===== config.mk =====
export PLATFORM = sky130hd
export DESIGN_NAME = md5_digest_engine_core
export DESIGN_NICKNAME = d
export VERILOG_FILES = /design/src/rtl/md5_pkg.sv /design/src/rtl/md5_datapath.sv /design/src/rtl/md5_ctrl.sv /design/src/rtl/md5_digest_engine_core.sv
export SDC_FILE = /design/constraint.sdc
export NUM_CORES = 2
export LEC_CHECK = 0
export BUFFER_PORTS_ARGS = -buffer_cell sky130_fd_sc_hd__clkbuf_2
export CAP_MARGIN = 10
export CORE_MARGIN = 1.5
export CORE_UTILIZATION = 35
export DETAILED_ROUTE_END_ITERATION = 6
export GPL_ROUTABILITY_DRIVEN = 0
export PLACE_DENSITY_LB_ADDON = 0.1
export SLEW_MARGIN = 20
export SYNTH_ARGS = -nofsm -noshare
export SYNTH_HDL_FRONTEND = slang
export SYNTH_SLANG_ARGS = --single-unit

===== constraint.sdc =====
create_clock -name aclk -period 13.5 [get_ports aclk]
set_input_delay 2.7 -clock aclk [delete_from_list [all_inputs] [get_ports aclk]]
set_output_delay 2.7 -clock aclk [all_outputs]
set_load 0.02 [all_outputs]

===== src/rtl/md5_pkg.sv =====
// Shared types, constants and step tables for the MD5 digest engine.
`timescale 1ns / 1ps

package md5_pkg;

    typedef logic [31:0] word_t;

    // Chaining value after reset and after each finished digest
    localparam word_t INIT_A = 32'h67452301;
    localparam word_t INIT_B = 32'hEFCDAB89;
    localparam word_t INIT_C = 32'h98BADCFE;
    localparam word_t INIT_D = 32'h10325476;

    // Marker byte that opens the padding
    localparam logic [7:0] PAD_MARK = 8'h80;

    // Per-step additive constants
    localparam word_t SINE_ROM [64] = '{
        32'hd76aa478, 32'he8c7b756, 32'h242070db, 32'hc1bdceee,
        32'hf57c0faf, 32'h4787c62a, 32'ha8304613, 32'hfd469501,
        32'h698098d8, 32'h8b44f7af, 32'hffff5bb1, 32'h895cd7be,
        32'h6b901122, 32'hfd987193, 32'ha679438e, 32'h49b40821,
        32'hf61e2562, 32'hc040b340, 32'h265e5a51, 32'he9b6c7aa,
        32'hd62f105d, 32'h02441453, 32'hd8a1e681, 32'he7d3fbc8,
        32'h21e1cde6, 32'hc33707d6, 32'hf4d50d87, 32'h455a14ed,
        32'ha9e3e905, 32'hfcefa3f8, 32'h676f02d9, 32'h8d2a4c8a,
        32'hfffa3942, 32'h8771f681, 32'h6d9d6122, 32'hfde5380c,
        32'ha4beea44, 32'h4bdecfa9, 32'hf6bb4b60, 32'hbebfbc70,
        32'h289b7ec6, 32'heaa127fa, 32'hd4ef3085, 32'h04881d05,
        32'hd9d4d039, 32'he6db99e5, 32'h1fa27cf8, 32'hc4ac5665,
        32'hf4292244, 32'h432aff97, 32'hab9423a7, 32'hfc93a039,
        32'h655b59c3, 32'h8f0ccc92, 32'hffeff47d, 32'h85845dd1,
        32'h6fa87e4f, 32'hfe2ce6e0, 32'ha3014314, 32'h4e0811a1,
        32'hf7537e82, 32'hbd3af235, 32'h2ad7d2bb, 32'heb86d391
    };

    // Source of the word written into the block buffer
    typedef enum logic [2:0] {
        SRC_INPUT  = 3'd0,
        SRC_MARK   = 3'd1,
        SRC_ZERO   = 3'd2,
        SRC_LEN_LO = 3'd3,
        SRC_LEN_HI = 3'd4
    } push_src_t;

    // Controller to datapath commands
    typedef struct packed {
        logic      push;       // write one word into the block buffer
        push_src_t push_src;
        logic      load_work;  // copy chain into a..d, prefetch first word
        logic      step_en;    // run one compression step
        logic      fold;       // add a..d into the chain
        logic      finish;     // move chain to output, restart message
    } md5_cmd_t;

    // Datapath to controller status
    typedef struct packed {
        logic fill_last;   // buffer holds 15 words
        logic fill_len;    // buffer holds 14 words
        logic step_last;   // step 63 under way
        logic out_busy;    // digest still draining
        logic in_final;    // request ends the message
        logic in_full;     // request carries four bytes
    } md5_status_t;

    // Message word index used by a step
    function automatic logic [3:0] msg_index(input logic [5:0] step);
        logic [5:0] q;
        logic [5:0] g;
        q = {2'b00, step[3:0]};
        unique case (step[5:4])
            2'd0:    g = q;
            2'd1:    g = q * 6'd5 + 6'd1;
            2'd2:    g = q * 6'd3 + 6'd5;
            default: g = q * 6'd7;
        endcase
        return g[3:0];
    endfunction

    // Left rotate amount of a step
    function automatic logic [4:0] rot_amount(input logic [5:0] step);
        logic [4:0] s;
        unique case ({step[5:4], step[1:0]})
            4'h0: s = 5'd7;   4'h1: s = 5'd12;  4'h2: s = 5'd17;  4'h3: s = 5'd22;
            4'h4: s = 5'd5;   4'h5: s = 5'd9;   4'h6: s = 5'd14;  4'h7: s = 5'd20;
            4'h8: s = 5'd4;   4'h9: s = 5'd11;  4'ha: s = 5'd16;  4'hb: s = 5'd23;
            4'hc: s = 5'd6;   4'hd: s = 5'd10;  4'he: s = 5'd15;  default: s = 5'd21;
        endcase
        return s;
    endfunction

    // Nonlinear mix of the round
    function automatic word_t round_mix(input logic [1:0] rnd, input word_t b,
                                        input word_t c, input word_t d);
        word_t f;
        unique case (rnd)
            2'd0:    f = (b & c) | (~b & d);
            2'd1:    f = (d & b) | (~d & c);
            2'd2:    f = b ^ c ^ d;
            default: f = c ^ (b | ~d);
        endcase
        return f;
    endfunction

endpackage


===== src/rtl/md5_datapath.sv =====
// Datapath: block buffer, byte counter, compression step unit, chain and output registers.
`timescale 1ns / 1ps

module md5_datapath (
    input  logic               aclk,
    input  logic               aresetn,
    input  md5_pkg::md5_cmd_t  cmd,
    output md5_pkg::md5_status_t status,
    input  logic [31:0]        s_tdata,   // [31:0] message_word
    input  logic [2:0]         s_tuser,   // [2:0] valid_bytes
    input  logic               s_tlast,   // end_of_message
    output logic               m_tvalid,
    input  logic               m_tready,
    output logic [31:0]        m_tdata,   // [31:0] digest_word
    output logic [1:0]         m_tuser,   // [1:0] word_index
    output logic               m_tlast    // last_word
);
    import md5_pkg::*;

    word_t       blk_mem [16];
    word_t       rd_data_reg;
    logic [3:0]  rd_addr;
    logic [3:0]  fill_reg;
    logic [63:0] count_reg;
    logic [5:0]  step_reg;
    word_t       a_reg, b_reg, c_reg, d_reg;
    word_t       chain_reg [4];
    word_t       out_word_reg [4];
    logic        out_valid_reg;
    logic [1:0]  out_idx_reg;

    logic [2:0]  nb_eff;
    word_t       in_word;
    word_t       push_word;
    logic [63:0] len_bits;
    word_t       mix, sum;
    logic [63:0] rot64;
    word_t       nb;

    // Input word with the marker byte merged in on a short final request
    always_comb begin
        nb_eff = (s_tuser > 3'd4) ? 3'd4 : s_tuser;
        in_word = s_tdata;
        if (s_tlast) begin
            unique case (nb_eff)
                3'd0:    in_word = {24'h0, PAD_MARK};
                3'd1:    in_word = {16'h0, PAD_MARK, s_tdata[7:0]};
                3'd2:    in_word = {8'h0, PAD_MARK, s_tdata[15:0]};
                3'd3:    in_word = {PAD_MARK, s_tdata[23:0]};
                default: in_word = s_tdata;
            endcase
        end
    end

    assign len_bits = {count_reg[60:0], 3'b000};

    always_comb begin
        unique case (cmd.push_src)
            SRC_INPUT:  push_word = in_word;
            SRC_MARK:   push_word = {24'h0, PAD_MARK};
            SRC_LEN_LO: push_word = len_bits[31:0];
            SRC_LEN_HI: push_word = len_bits[63:32];
            default:    push_word = '0;
        endcase
    end

    // Block buffer: one write port, one registered read port
    assign rd_addr = cmd.load_work ? msg_index(6'd0) : msg_index(step_reg + 6'd1);

    always_ff @(posedge aclk) begin
        if (cmd.push) begin
            blk_mem[fill_reg] <= push_word;
        end
        rd_data_reg <= blk_mem[rd_addr];
    end

    // One compression step
    always_comb begin
        mix   = round_mix(step_reg[5:4], b_reg, c_reg, d_reg);
        sum   = a_reg + mix + SINE_ROM[step_reg] + rd_data_reg;
        rot64 = {sum, sum} << rot_amount(step_reg);
        nb    = b_reg + rot64[63:32];
    end

    // Fill position, byte count, step counter
    always_ff @(posedge aclk) begin
        if (!aresetn) begin
            fill_reg  <= '0;
            count_reg <= '0;
            step_reg  <= '0;
        end else begin
            if (cmd.push) begin
                fill_reg <= fill_reg + 4'd1;
            end
            if (cmd.push && cmd.push_src == SRC_INPUT) begin
                count_reg <= count_reg + (s_tlast ? 64'(nb_eff) : 64'd4);
            end else if (cmd.finish) begin
                count_reg <= '0;
            end
            if (cmd.load_work) begin
                step_reg <= '0;
            end else if (cmd.step_en) begin
                step_reg <= step_reg + 6'd1;
            end
        end
    end

    // Working registers and chaining value
    always_ff @(posedge aclk) begin
        if (!aresetn) begin
            a_reg <= '0;
            b_reg <= '0;
            c_reg <= '0;
            d_reg <= '0;
            chain_reg[0] <= INIT_A;
            chain_reg[1] <= INIT_B;
            chain_reg[2] <= INIT_C;
            chain_reg[3] <= INIT_D;
        end else begin
            if (cmd.load_work) begin
                a_reg <= chain_reg[0];
                b_reg <= chain_reg[1];
                c_reg <= chain_reg[2];
                d_reg <= chain_reg[3];
            end else if (cmd.step_en) begin
                a_reg <= d_reg;
                d_reg <= c_reg;
                c_reg <= b_reg;
                b_reg <= nb;
            end
            if (cmd.fold) begin
                chain_reg[0] <= chain_reg[0] + a_reg;
                chain_reg[1] <= chain_reg[1] + b_reg;
                chain_reg[2] <= chain_reg[2] + c_reg;
                chain_reg[3] <= chain_reg[3] + d_reg;
            end else if (cmd.finish) begin
                chain_reg[0] <= INIT_A;
                chain_reg[1] <= INIT_B;
                chain_reg[2] <= INIT_C;
                chain_reg[3] <= INIT_D;
            end
        end
    end

    // Output holding registers, drained one word per request
    always_ff @(posedge aclk) begin
        if (cmd.finish) begin
            out_word_reg <= chain_reg;
        end
    end

    always_ff @(posedge aclk) begin
        if (!aresetn) begin
            out_valid_reg <= 1'b0;
            out_idx_reg   <= '0;
        end else if (cmd.finish) begin
            out_valid_reg <= 1'b1;
            out_idx_reg   <= '0;
        end else if (out_valid_reg && m_tready) begin
            if (out_idx_reg == 2'd3) begin
                out_valid_reg <= 1'b0;
            end
            out_idx_reg <= out_idx_reg + 2'd1;
        end
    end

    assign m_tvalid = out_valid_reg;
    assign m_tdata  = out_word_reg[out_idx_reg];
    assign m_tuser  = out_idx_reg;
    assign m_tlast  = (out_idx_reg == 2'd3);

    assign status.fill_last = (fill_reg == 4'd15);
    assign status.fill_len  = (fill_reg == 4'd14);
    assign status.step_last = (step_reg == 6'd63);
    assign status.out_busy  = out_valid_reg;
    assign status.in_final  = s_tlast;
    assign status.in_full   = (nb_eff == 3'd4);

    // Fold comes right after the step counter wraps
    a_fold_wrap: assert property (@(posedge aclk) disable iff (!aresetn)
        cmd.fold |-> step_reg == 6'd0)
        else $error("fold with step counter not wrapped");

    // A new digest never overwrites one still draining
    a_no_overrun: assert property (@(posedge aclk) disable iff (!aresetn)
        cmd.finish |-> !out_valid_reg)
        else $error("digest loaded while output busy");

    // The fourth word taken empties the output
    a_drain_end: assert property (@(posedge aclk) disable iff (!aresetn)
        (out_valid_reg && m_tready && out_idx_reg == 2'd3) |=> !out_valid_reg)
        else $error("output still valid after last word");

endmodule


===== src/rtl/md5_ctrl.sv =====
// Controller: sequences word intake, padding, compression and digest handoff.
`timescale 1ns / 1ps

module md5_ctrl (
    input  logic                 aclk,
    input  logic                 aresetn,
    input  logic                 s_tvalid,
    output logic                 s_tready,
    input  md5_pkg::md5_status_t status,
    output md5_pkg::md5_cmd_t    cmd
);
    import md5_pkg::*;

    typedef enum logic [5:0] {
        ST_IDLE   = 6'b000001,
        ST_PAD    = 6'b000010,
        ST_PREP   = 6'b000100,
        ST_ROUND  = 6'b001000,
        ST_FOLD   = 6'b010000,
        ST_FINISH = 6'b100000
    } state_t;

    state_t state_reg, state_next;
    logic   final_reg, final_next;    // message end seen, padding under way
    logic   mark_reg, mark_next;      // marker word still owed
    logic   len_hi_reg, len_hi_next;  // low length word written

    assign s_tready = (state_reg == ST_IDLE);

    always_comb begin
        state_next  = state_reg;
        final_next  = final_reg;
        mark_next   = mark_reg;
        len_hi_next = len_hi_reg;
        cmd         = '0;
        cmd.push_src = SRC_INPUT;
        unique case (state_reg)
            ST_IDLE: begin
                if (s_tvalid) begin
                    cmd.push   = 1'b1;
                    final_next = status.in_final;
                    mark_next  = status.in_final && status.in_full;
                    if (status.fill_last) begin
                        state_next = ST_PREP;
                    end else if (status.in_final) begin
                        state_next = ST_PAD;
                    end
                end
            end
            ST_PAD: begin
                cmd.push = 1'b1;
                priority if (mark_reg) begin
                    cmd.push_src = SRC_MARK;
                    mark_next    = 1'b0;
                end else if (len_hi_reg) begin
                    cmd.push_src = SRC_LEN_HI;
                end else if (status.fill_len) begin
                    cmd.push_src = SRC_LEN_LO;
                    len_hi_next  = 1'b1;
                end else begin
                    cmd.push_src = SRC_ZERO;
                end
                if (status.fill_last) begin
                    state_next = ST_PREP;
                end
            end
            ST_PREP: begin
                cmd.load_work = 1'b1;
                state_next    = ST_ROUND;
            end
            ST_ROUND: begin
                cmd.step_en = 1'b1;
                if (status.step_last) begin
                    state_next = ST_FOLD;
                end
            end
            ST_FOLD: begin
                cmd.fold = 1'b1;
                priority if (len_hi_reg) begin
                    state_next = ST_FINISH;
                end else if (final_reg) begin
                    state_next = ST_PAD;
                end else begin
                    state_next = ST_IDLE;
                end
            end
            ST_FINISH: begin
                if (!status.out_busy) begin
                    cmd.finish  = 1'b1;
                    final_next  = 1'b0;
                    mark_next   = 1'b0;
                    len_hi_next = 1'b0;
                    state_next  = ST_IDLE;
                end
            end
            default: begin
                state_next = ST_IDLE;
            end
        endcase
    end

    always_ff @(posedge aclk) begin
        if (!aresetn) begin
            state_reg  <= ST_IDLE;
            final_reg  <= 1'b0;
            mark_reg   <= 1'b0;
            len_hi_reg <= 1'b0;
        end else begin
            state_reg  <= state_next;
            final_reg  <= final_next;
            mark_reg   <= mark_next;
            len_hi_reg <= len_hi_next;
        end
    end

    // Buffer is never written while rounds read it
    a_no_push_in_round: assert property (@(posedge aclk) disable iff (!aresetn)
        cmd.step_en |-> !cmd.push)
        else $error("buffer write during compression");

    // Step 63 hands over to the fold
    a_round_to_fold: assert property (@(posedge aclk) disable iff (!aresetn)
        (state_reg == ST_ROUND && status.step_last) |=> state_reg == ST_FOLD)
        else $error("compression did not end in fold");

    // Length words only go out during padding of an ended message
    a_len_after_end: assert property (@(posedge aclk) disable iff (!aresetn)
        (cmd.push && (cmd.push_src == SRC_LEN_LO || cmd.push_src == SRC_LEN_HI))
        |-> final_reg)
        else $error("length written outside padding");

endmodule


===== src/rtl/md5_digest_engine_core.sv =====
// Message words are accepted only while the controller is idle. A 16th buffered
// word starts a compression (a prefetch, 64 steps at one step per cycle in the
// round unit, and a fold); no words are accepted until it ends.
// The final request adds padding writes (one per cycle) and one or two
// compressions, then four digest words; intake resumes once they are queued.
// aresetn (synchronous) restores the initial chaining value and empties the output.
`timescale 1ns / 1ps

module md5_digest_engine_core (
    input  logic        aclk,
    input  logic        aresetn,
    input  logic        s_tvalid,
    output logic        s_tready,
    input  logic [31:0] s_tdata,   // [31:0] message_word
    input  logic [2:0]  s_tuser,   // [2:0] valid_bytes
    input  logic        s_tlast,   // end_of_message
    output logic        m_tvalid,
    input  logic        m_tready,
    output logic [31:0] m_tdata,   // [31:0] digest_word
    output logic [1:0]  m_tuser,   // [1:0] word_index
    output logic        m_tlast    // last_word
);
    import md5_pkg::*;

    md5_cmd_t    cmd;
    md5_status_t status;

    // Sequencer
    md5_ctrl u_ctrl (
        .aclk     (aclk),
        .aresetn  (aresetn),
        .s_tvalid (s_tvalid),
        .s_tready (s_tready),
        .status   (status),
        .cmd      (cmd)
    );

    // Buffer, round unit and digest output
    md5_datapath u_datapath (
        .aclk     (aclk),
        .aresetn  (aresetn),
        .cmd      (cmd),
        .status   (status),
        .s_tdata  (s_tdata),
        .s_tuser  (s_tuser),
        .s_tlast  (s_tlast),
        .m_tvalid (m_tvalid),
        .m_tready (m_tready),
        .m_tdata  (m_tdata),
        .m_tuser  (m_tuser),
        .m_tlast  (m_tlast)
    );

endmodule


==> key figures <==
Global routing
  – Total GRT Usage: 23.3%
  – Vias in the first global route: 43,600
  – First-pass GRT wire length: 295 mm
  – Initial antenna violation count: 3
  – Global route overflow: 0
  – Pin count of the biggest net entering global routing: 197

Logic synthesis
  – Prevailing post-synth register cell: edfxtp_1
  – Synth cell types: 88
  – Post-Synthesis Cells: 5,866
  – Ys async rst share: 0%
  – Ys Warns: 0
  – Area contributors post-synth: edfxtp_1 (33%), dfxtp_1 (13%), ha_1 (4.9%), nand2_1 (4.7%), a21oi_1 (3.1%)
  – Top cell type's share of synthesized area: 33.2%
  – Synthesized area: 0.0578 mm²
  – Cell with the most instances after synthesis: nand2_1
  – Syn_nets: 6,199
  – Synthesized area per cell: 9.86 µm²
  – Synth cell count leaders: nand2_1 (717), edfxtp_1 (640), dfxtp_1 (376)
  – EDFF count, synth: 640
  – Area leader, netlist: edfxtp_1
  – Seq/Total Area, Yosys: 46.3%
  – Number of synthesized register bits: 1,016

Worst setup path
  – Slowest-stage cell, CP: a2111oi_0
  – Worst r2r src: u_datapath.step_reg[1]
  – Startpoint types: register
  – Max FO, Critical Path: 19
  – Critical path launch point: u_datapath.step_reg[1]
  – Worst reg2reg path depth: 36
  – Register-to-Register Setup Slack: 2520 ps
  – Setup crit end: u_datapath.b_reg[28]
  – Worst Path Arrival: 11,640 ps
  – Slowest stage delay, CP: 860 ps
  – Worst r2r dst: u_datapath.b_reg[28]
  – Crit path capture type: register
  – CP Class: register to register
  – Critical Path RT: 14,160 ps

Pwr
  – Comb pwr share: 15.3%
  – Clk pwr share: 40.3%
  – Worst vdd rail ir drop: 116 µV
  – Sequential share of power: 44.4%
  – Pwr/cell area: 122 mW/mm²
  – Switch share: 28.0%
  – Leakage power: 23.8 nW
  – Internal Power: 0.00565 W
  – Net Switching: 0.00220 W

Floorplanning
  – Row cnt: 148
  – Die Y: 409 µm
  – Die area: 0.168 mm²
  – Core area: 0.163 mm²
  – Initial Utilization: 35.4%
  – Boundary pin count: 77
  – Die width: 409 µm

STA
  – Setup_tns: 0 ps
  – Setup ws final: 2520 ps
  – Final setup fails: 0
  – Final cycle utilization of the critical path: 81.4%
  – Final min period: 10,980 ps
  – Skew final: 55.7 ps
  – Unrepaired setup endpoints after global routing: no
  – Final hold vios: 0
  – FMAX: 91.0 MHz
  – Pins Over Slew Limit: 0
  – Worst-margin pin slew: 1170 ps
  – Max-slew headroom: 21.6%

Placement
  – DP Worst Slack: 2740 ps
  – Port bufs: 76
  – DP Wirelength: 132 mm

Finish
  – Final nets: 6,105
  – Layout cells sized above 1: 8.80%
  – Filler cell count: 16,100
  – Max reg flops: 512
  – ANT cells: 0
  – Area delta synth->final: 11.0%

Worst hold path
  – Hold Crit Class: register to register

Routing
  – Final WL: 200 mm
  – DR pass1 iterations: 6
  – Vias: 45,700
  – Initial DRC count: 3,979
  – Drt drc: 0
  – Detail Route Antenna Nets: 0
  – Drt wl/cell: 24.9 µm
  – DR vias/cell: 5.67

Clock network
  – Root Buffer: clkbuf_16
  – H-Tree Depth: 3
  – PostCTS Resize Cnt: 0
  – Worst-skew pair later-pin latency: 790 ps
  – Post-CTS setup buffers: 0
  – Buffer depth of the longest clock path: 3
  – CTS clk-pin slew, worst paths: 60 ps
  – Num CTS Buffers: 115
  – CTS tree: yes
  – Clock Sinks: 1,016
  – Hold-fix buffers, CTS: 0

Run
  – Max cap viols: 0

Outcome
  – Status: finished clean
critical path, delay by kind of cell (launching register included):
kind                     cells  cell delay, ps
AO/OA/AOI/OAI               14            4290
adder cells (fa/ha/maj)      6            2630
multiplexers                 4            1510
AND/OR/NAND/NOR              5             950
buffers and inverters        5             750
XOR/XNOR                     2             380
flip-flops                   1             340
worst min-delay path by stage:
| stage | start | to | depth (start not counted) |
|---|---|---|---|
| after floorplan | u_datapath.chain_reg[63] | u_datapath.out_word_reg[63] | 0 |
| after global placement | u_ctrl.final_reg | u_ctrl.final_reg | 2 |
| after detailed placement | u_ctrl.final_reg | u_ctrl.final_reg | 2 |
| after CTS | u_ctrl.final_reg | u_ctrl.final_reg | 2 |
| after global routing | u_datapath.chain_reg[11] | u_datapath.out_word_reg[11] | 0 |
| final | u_ctrl.final_reg | u_ctrl.final_reg | 2 |
per-stage QoR:
| stage | area, µm² | std cells | util (%) | total power, W | hold slack, ps |
|---|---|---|---|---|---|
| floorplan | 57800 | 5866 | - | 0.00432 | 443 |
| global placement | 60300 | 7829 | 37.0 | 0.00474 | 471 |
| detailed placement | 60400 | 7830 | 37.0 | 0.00474 | 475 |
| CTS | 64200 | 8049 | 39.3 | 0.00792 | 482 |
| global route | 64200 | 8049 | 39.3 | 0.00816 | 493 |
| finish | 64200 | 8049 | 39.3 | 0.00785 | 480 |
power by group through the flow:
stage | Combinational, W | Sequential (W) | Clock [W]
3_5_place_dp | 0.00119 | 0.00355 | 0
4_1_cts | 0.00120 | 0.00348 | 0.00324
5_1_grt | 0.00131 | 0.00349 | 0.00336
6_report | 0.00120 | 0.00348 | 0.00316
3_3_place_gp | 0.00119 | 0.00355 | 0
2_1_floorplan | 0.000783 | 0.00354 | 0
cells by family (layout without fill, tap and decap cells):
group / count (synthesis) / in the layout / synth area share (%)
fa+ha+maj: 293 / 293 / 7.22
xor+xnor: 190 / 190 / 2.88
compound gates: 1865 / 1865 / 21.8
mux: 156 / 156 / 3.90
flops: 1016 / 1016 / 46.3
simple gates: 1718 / 1718 / 13.9
buf+inv: 628 / 636 / 4.10
area by class of cell:
class                      instances  area (µm²)  share of cell area, %
inverter                         257         971                   1.51
clock buffer                     163        3220                   5.01
multi-input combinational       4222       28800                   44.9
timing repair buffer             160        1090                   1.70
tap                             2175        2720                   4.24
clock inverter                    56         589                  0.918
sequential                      1016       26800                   41.7
placed cells by master, fill, tap and decap left out, types with 144 or more instances in the layout:
cell	synthesis	final
a21boi_0	149	149
nand3_1	144	144
a21oi_1	355	355
a22oi_1	207	207
edfxtp_1	640	640
o21ai_0	309	309
dfxtp_1	376	370
inv_1	248	248
a211oi_1	189	189
nand2_1	717	714
and2_1	193	181
nor2_1	295	287
ha_1	225	225
metal layers:
metal | routed length [µm] | share of wire (%) | GRT usage, % | vias to the layer above
met2 | 96900 | 48 | 39.5 | 1260
met4 | 5750 | 2.9 | 6.57 | 0
met3 | 8900 | 4.4 | 2.83 | 335
li1 | - | - | - | 21500
met1 | 88800 | 44 | 31.0 | 22500
met5 | 0 | 0 | 0 | -
Power figures use the tool's default switching activity.
